[config.mk]
export PLATFORM = sky130hd
export DESIGN_NAME = grof_front
export DESIGN_NICKNAME = d
export VERILOG_FILES = /design/src/hw/rtl/grof_pkg.sv /design/src/hw/rtl/grof_front.sv
export SDC_FILE = /design/constraint.sdc
export NUM_CORES = 1
export LEC_CHECK = 0
export BUFFER_PORTS_ARGS = -buffer_cell sky130_fd_sc_hd__buf_2
export CORE_UTILIZATION = 45
export DETAILED_ROUTE_END_ITERATION = 7
export PLACE_DENSITY = 0.68
export SYNTH_ARGS = -nofsm -noshare
export SYNTH_HDL_FRONTEND = slang
export SYNTH_SLANG_ARGS = --single-unit
[constraint.sdc]
create_clock -name i_clk -period 8.4 [get_ports i_clk]
set_input_delay 1.68 -clock i_clk [delete_from_list [all_inputs] [get_ports i_clk]]
set_output_delay 1.68 -clock i_clk [all_outputs]
set_load 0.01 [all_outputs]
[src/hw/rtl/grof_pkg.sv]
// ----------------------------------------------------------------------------
// grof_pkg
// Types and constants of the greedy rectangle overlap filter.
// ----------------------------------------------------------------------------
package grof_pkg;

    localparam int MAX_RECTS = 1024;
    localparam int ADDR_W    = $clog2(MAX_RECTS);
    localparam int CNT_W     = $clog2(MAX_RECTS + 1);
    localparam logic [CNT_W-1:0] MAX_CNT = CNT_W'(MAX_RECTS);

    localparam int COORD_W = 32;
    localparam int TOL_W   = 31;
    localparam int IDX_W   = 10;

    localparam int QDEPTH = 2;
    localparam int QP_W   = $clog2(QDEPTH);
    localparam int QC_W   = $clog2(QDEPTH + 1);

    localparam int CFG_IDX_W = 1;
    localparam logic [CFG_IDX_W-1:0] REG_X_TOL = 1'b0;
    localparam logic [CFG_IDX_W-1:0] REG_Y_TOL = 1'b1;

    typedef struct packed {
        logic signed [COORD_W-1:0] x_low;
        logic signed [COORD_W-1:0] x_high;
        logic signed [COORD_W-1:0] y_low;
        logic signed [COORD_W-1:0] y_high;
    } t_bounds;

    localparam int BOUNDS_W = $bits(t_bounds);

    typedef struct packed {
        t_bounds          bounds;
        logic [IDX_W-1:0] rect_index;
        logic             last_of_set;
    } t_rect;

    typedef struct packed {
        logic  valid;
        t_rect rect;
    } t_q_out;

    typedef enum logic [1:0] {
        BK_IDLE,
        BK_SCAN,
        BK_RESULT
    } t_back_state;

endpackage

[src/hw/rtl/grof_front.sv]
// ----------------------------------------------------------------------------
// grof_front
// Input side: takes rectangles from the input channel into a short queue
// that the scan engine drains.
// ----------------------------------------------------------------------------
module grof_front import grof_pkg::*; (
    input  logic   i_clk,
    input  logic   i_rst_n,
    input  logic   i_valid,
    output logic   o_stall,
    input  t_rect  i_rect,
    output t_q_out o_q,
    input  logic   i_pop
);

    t_rect            r_mem [QDEPTH];
    logic [QP_W-1:0]  r_wp, n_wp;
    logic [QP_W-1:0]  r_rp, n_rp;
    logic [QC_W-1:0]  r_cnt, n_cnt;
    logic             push;
    logic             pop;

    assign o_stall = (r_cnt == QC_W'(QDEPTH));
    assign push    = i_valid && !o_stall;
    assign pop     = i_pop && (r_cnt != '0);

    assign o_q.valid = (r_cnt != '0);
    assign o_q.rect  = r_mem[r_rp];

    always_comb begin
        n_wp  = push ? r_wp + 1'b1 : r_wp;
        n_rp  = pop  ? r_rp + 1'b1 : r_rp;
        n_cnt = r_cnt;
        if (push && !pop) begin
            n_cnt = r_cnt + 1'b1;
        end else if (pop && !push) begin
            n_cnt = r_cnt - 1'b1;
        end
    end

    always_ff @(posedge i_clk) begin
        if (!i_rst_n) begin
            r_wp  <= '0;
            r_rp  <= '0;
            r_cnt <= '0;
        end else begin
            r_wp  <= n_wp;
            r_rp  <= n_rp;
            r_cnt <= n_cnt;
        end
    end

    always_ff @(posedge i_clk) begin
        if (push) begin
            r_mem[r_wp] <= i_rect;
        end
    end

endmodule

==> flow_summary.toml <==
[grt]
vias_in_the_first_global_route = 5624
global_route.overflow_total = 0
first_pass_grt_wire_length_um = 29740
track_usage_pct = 16.42
antenna_found_initial = 4
pin_count_of_the_biggest_net_entering_global_routing = 77

[power_and_ir_drop]
max-vdd-ir-drop_v = 0.0002180
p_sw_mw = 1.061
cell_area_power_density_mw_per_mm2 = 315.8
p_int_mw = 3.046
power_frac_seq_pct = 45.3
cellLeakagePower_nw = 4.835
comb_power_share_pct = 21.6
power_switching_share_pct = 25.84
p_clk_share_pct = 33.1

[layout]
mostFrequentLayoutCells = "283 x sky130_fd_sc_hd__buf_2, 278 x sky130_fd_sc_hd__edfxtp_1, 139 x sky130_fd_sc_hd__mux2_2, 29 x sky130_fd_sc_hd__clkbuf_16, 8 x sky130_fd_sc_hd__clkinv_1"
final_area_mm2 = 0.01301
layout-drive-gt1-share_pct = 60.54
flow.area_growth_from_synthesis_pct = 26.30
layout.cells.most_common = "sky130_fd_sc_hd__buf_2"
design.final.nets = 904

[timing]
layout_min_cycle_time_ps = 4672
final_hold_violation_count = 0
fin_ws_ps = 3728
clk_skew_ps = 15.45
fmax_mhz = 214.0
setup_violations = 0
timing.final.crit_share_pct = 55.62
fin_tns_setup_ps = 0
max_slew.worst_pin.slew_ps = 1013
timing.slew.headroom_pct = 32.44
grt_setup_unrepaired = "false"
max_transition_viols_final = 0

[drt]
routed_wire_length_per_instance_um = 18.30
detail-route-antenna-nets = 0
detail_route.vias_per_cell = 4.897
dr.first_iter.drc_count = 217
drt_first_pass_iters = 6
overall_routed_net_length_um = 19490
num_vias = 5215
post_route_drc_violation_count = 0

[setup_path]
worstPathRequired_ps = 6720
critPathArrivalTime_ps = 2990
crit_end_element = "output pin"
path_max_fanout = 76
timing.setup.critical_path_class = "reg -> out"
setup.reg_to_reg.worst_slack_ps = 5480
critPathLaunchType = "flop"

[floorplan]
die-height_um = 153.3
rows = 54
boundaryPins = 284
die_width_um = 153.3
design.core.area_mm2 = 0.02216
start_util_pct = 46.47
dieArea_mm2 = 0.02349

[synthesis]
synthesis.yosys.warnings = 0
ys_seq_elements = 283
seq_area_frac_synth_pct = 82.03
synthDistinctLibCells = 22
synthesis.nets = 601
postSynthCellCount = 457
post_synth_instance_area_mm2 = 0.01030
post_synth.cell_area_avg_um2 = 22.54

[clock_network]
postCtsSetupBuffers = 0
ctsLongestPathBuffers = 3
clk_pin_slew_worst_paths_ps = 60
htree_levels = 1
holdBufCountCts = 0
cts_made_buffers = 29
tritoncts = "built"
latest_clock_arrival_within_the_worst_skew_pair_ps = 540
post_cts.resized_instances = 0
clk_root_buffer_cell = "sky130_fd_sc_hd__clkbuf_16"
cts.sink_count = 283

[place]
placement.cell_area_mm2 = 0.01196
pre_cts_setup_slack_ps = 4240
place_congestion = 0.7287
buffers_on_ports = 283
dp_hpwl_um = 12720

[outcome]
status = "completed"

[run]
drv.max_cap_violation_count = 0

[hold_path]
timing.hold.worst.class = "reg -> reg"
state kept, by name, indices dropped and copies added, names as in the netlist, named ones only:
signal and count:
r_cnt 2, r_wp 1, r_mem 278, r_rp 1
Yosys cell counts:
master                     number  area share, %
sky130_fd_sc_hd__edfxtp_1     278             81
sky130_fd_sc_hd__mux2_2       139             15
sky130_fd_sc_hd__buf_6         11            1.2
sky130_fd_sc_hd__dfxtp_1        5           0.97
sky130_fd_sc_hd__and2_1         3           0.18
sky130_fd_sc_hd__buf_2          2          0.097
sky130_fd_sc_hd__buf_4          2           0.15
sky130_fd_sc_hd__inv_1          2          0.073
sky130_fd_sc_hd__xnor2_1        2           0.17
sky130_fd_sc_hd__a21boi_0       1          0.073
sky130_fd_sc_hd__a21boi_1       1          0.073
sky130_fd_sc_hd__and3_1         1          0.061
sky130_fd_sc_hd__ha_1           1           0.12
sky130_fd_sc_hd__nand2b_1       1          0.061
sky130_fd_sc_hd__nor2_1         1          0.036
sky130_fd_sc_hd__nor3_2         1          0.097
sky130_fd_sc_hd__o21a_1         1          0.073
sky130_fd_sc_hd__o21ai_0        1          0.049
sky130_fd_sc_hd__o21ai_1        1          0.049
sky130_fd_sc_hd__or2_2          1          0.061
sky130_fd_sc_hd__or3_1          1          0.061
sky130_fd_sc_hd__xor2_1         1          0.085
through the flow:
step / total power [mW] / utilization, % / std cells / hold slack, ps
6_report: 4.107 / 58.69 / 1065 / 532.5
4_1_cts: 4.161 / 58.67 / 1063 / 533.9
3_3_place_gp: 2.766 / 53.97 / 1009 / 491.7
3_5_place_dp: 2.791 / 53.97 / 1009 / 525.2
2_1_floorplan: 2.483 / - / 457 / 478.5
5_1_grt: 4.281 / 58.67 / 1063 / 581.1
final timing paths:
| check | startpoint | endpoint | depth (start not counted) |
|---|---|---|---|
| worst max-delay path | flop | o_q[96] | 3 |
| worst min-delay path | r_cnt[1] | r_cnt[1] | 2 |
| worst max register to register | r_cnt[0] | r_mem[0][16] | 5 |
| worst min register to register | r_cnt[1] | r_cnt[1] | 2 |
worst max-delay path, stage by stage (launching register included):
cell	delay (ps)
sky130_fd_sc_hd__dfxtp_4	890
sky130_fd_sc_hd__buf_4	860
sky130_fd_sc_hd__mux2_2	450
sky130_fd_sc_hd__buf_2	150
layout make-up:
cell class,count,area [µm²]
diodes,2,5.005
multi-input cells,157,1705
flip-flops and latches,283,8452
clock buffers,31,733.2
clock inverters,23,307.8
inverters,2,7.507
fillers,1654,9154
well taps,280,350.3
repair buffers,287,1446
metal layers:
layer | vias to the layer above | part of all wire (%) | global-route usage, %
met3 | 34 | 9.4 | 6.266
met4 | 2 | 2.3 | 5.051
met5 | - | 0.041 | 0
li1 | 2429 | - | -
met2 | 218 | 49 | 28.40
met1 | 2532 | 39 | 18.81
logic make-up (layout without fill, tap and decap cells):
kind of cell	after synthesis	after routing	synth area share, %
AOI/OAI and AO/OA	5	5	0.3159
other	0	2	0
buffers and inverters	17	343	1.519
muxes	139	139	15.20
xor gates and xnor gates	3	3	0.2552
adders and majority gates	1	1	0.1215
DFF	283	283	82.03
and+or+nand+nor	9	9	0.5590
power by group through the flow:
stage,clock (mW),sequential [mW],combinational (mW)
floorplan,0,1.87,0.617
global placement,0,1.88,0.883
detailed placement,0,1.89,0.897
CTS,1.39,1.86,0.903
global route,1.44,1.88,0.955
finish,1.36,1.86,0.887
(Power assumes the default switching activity.)
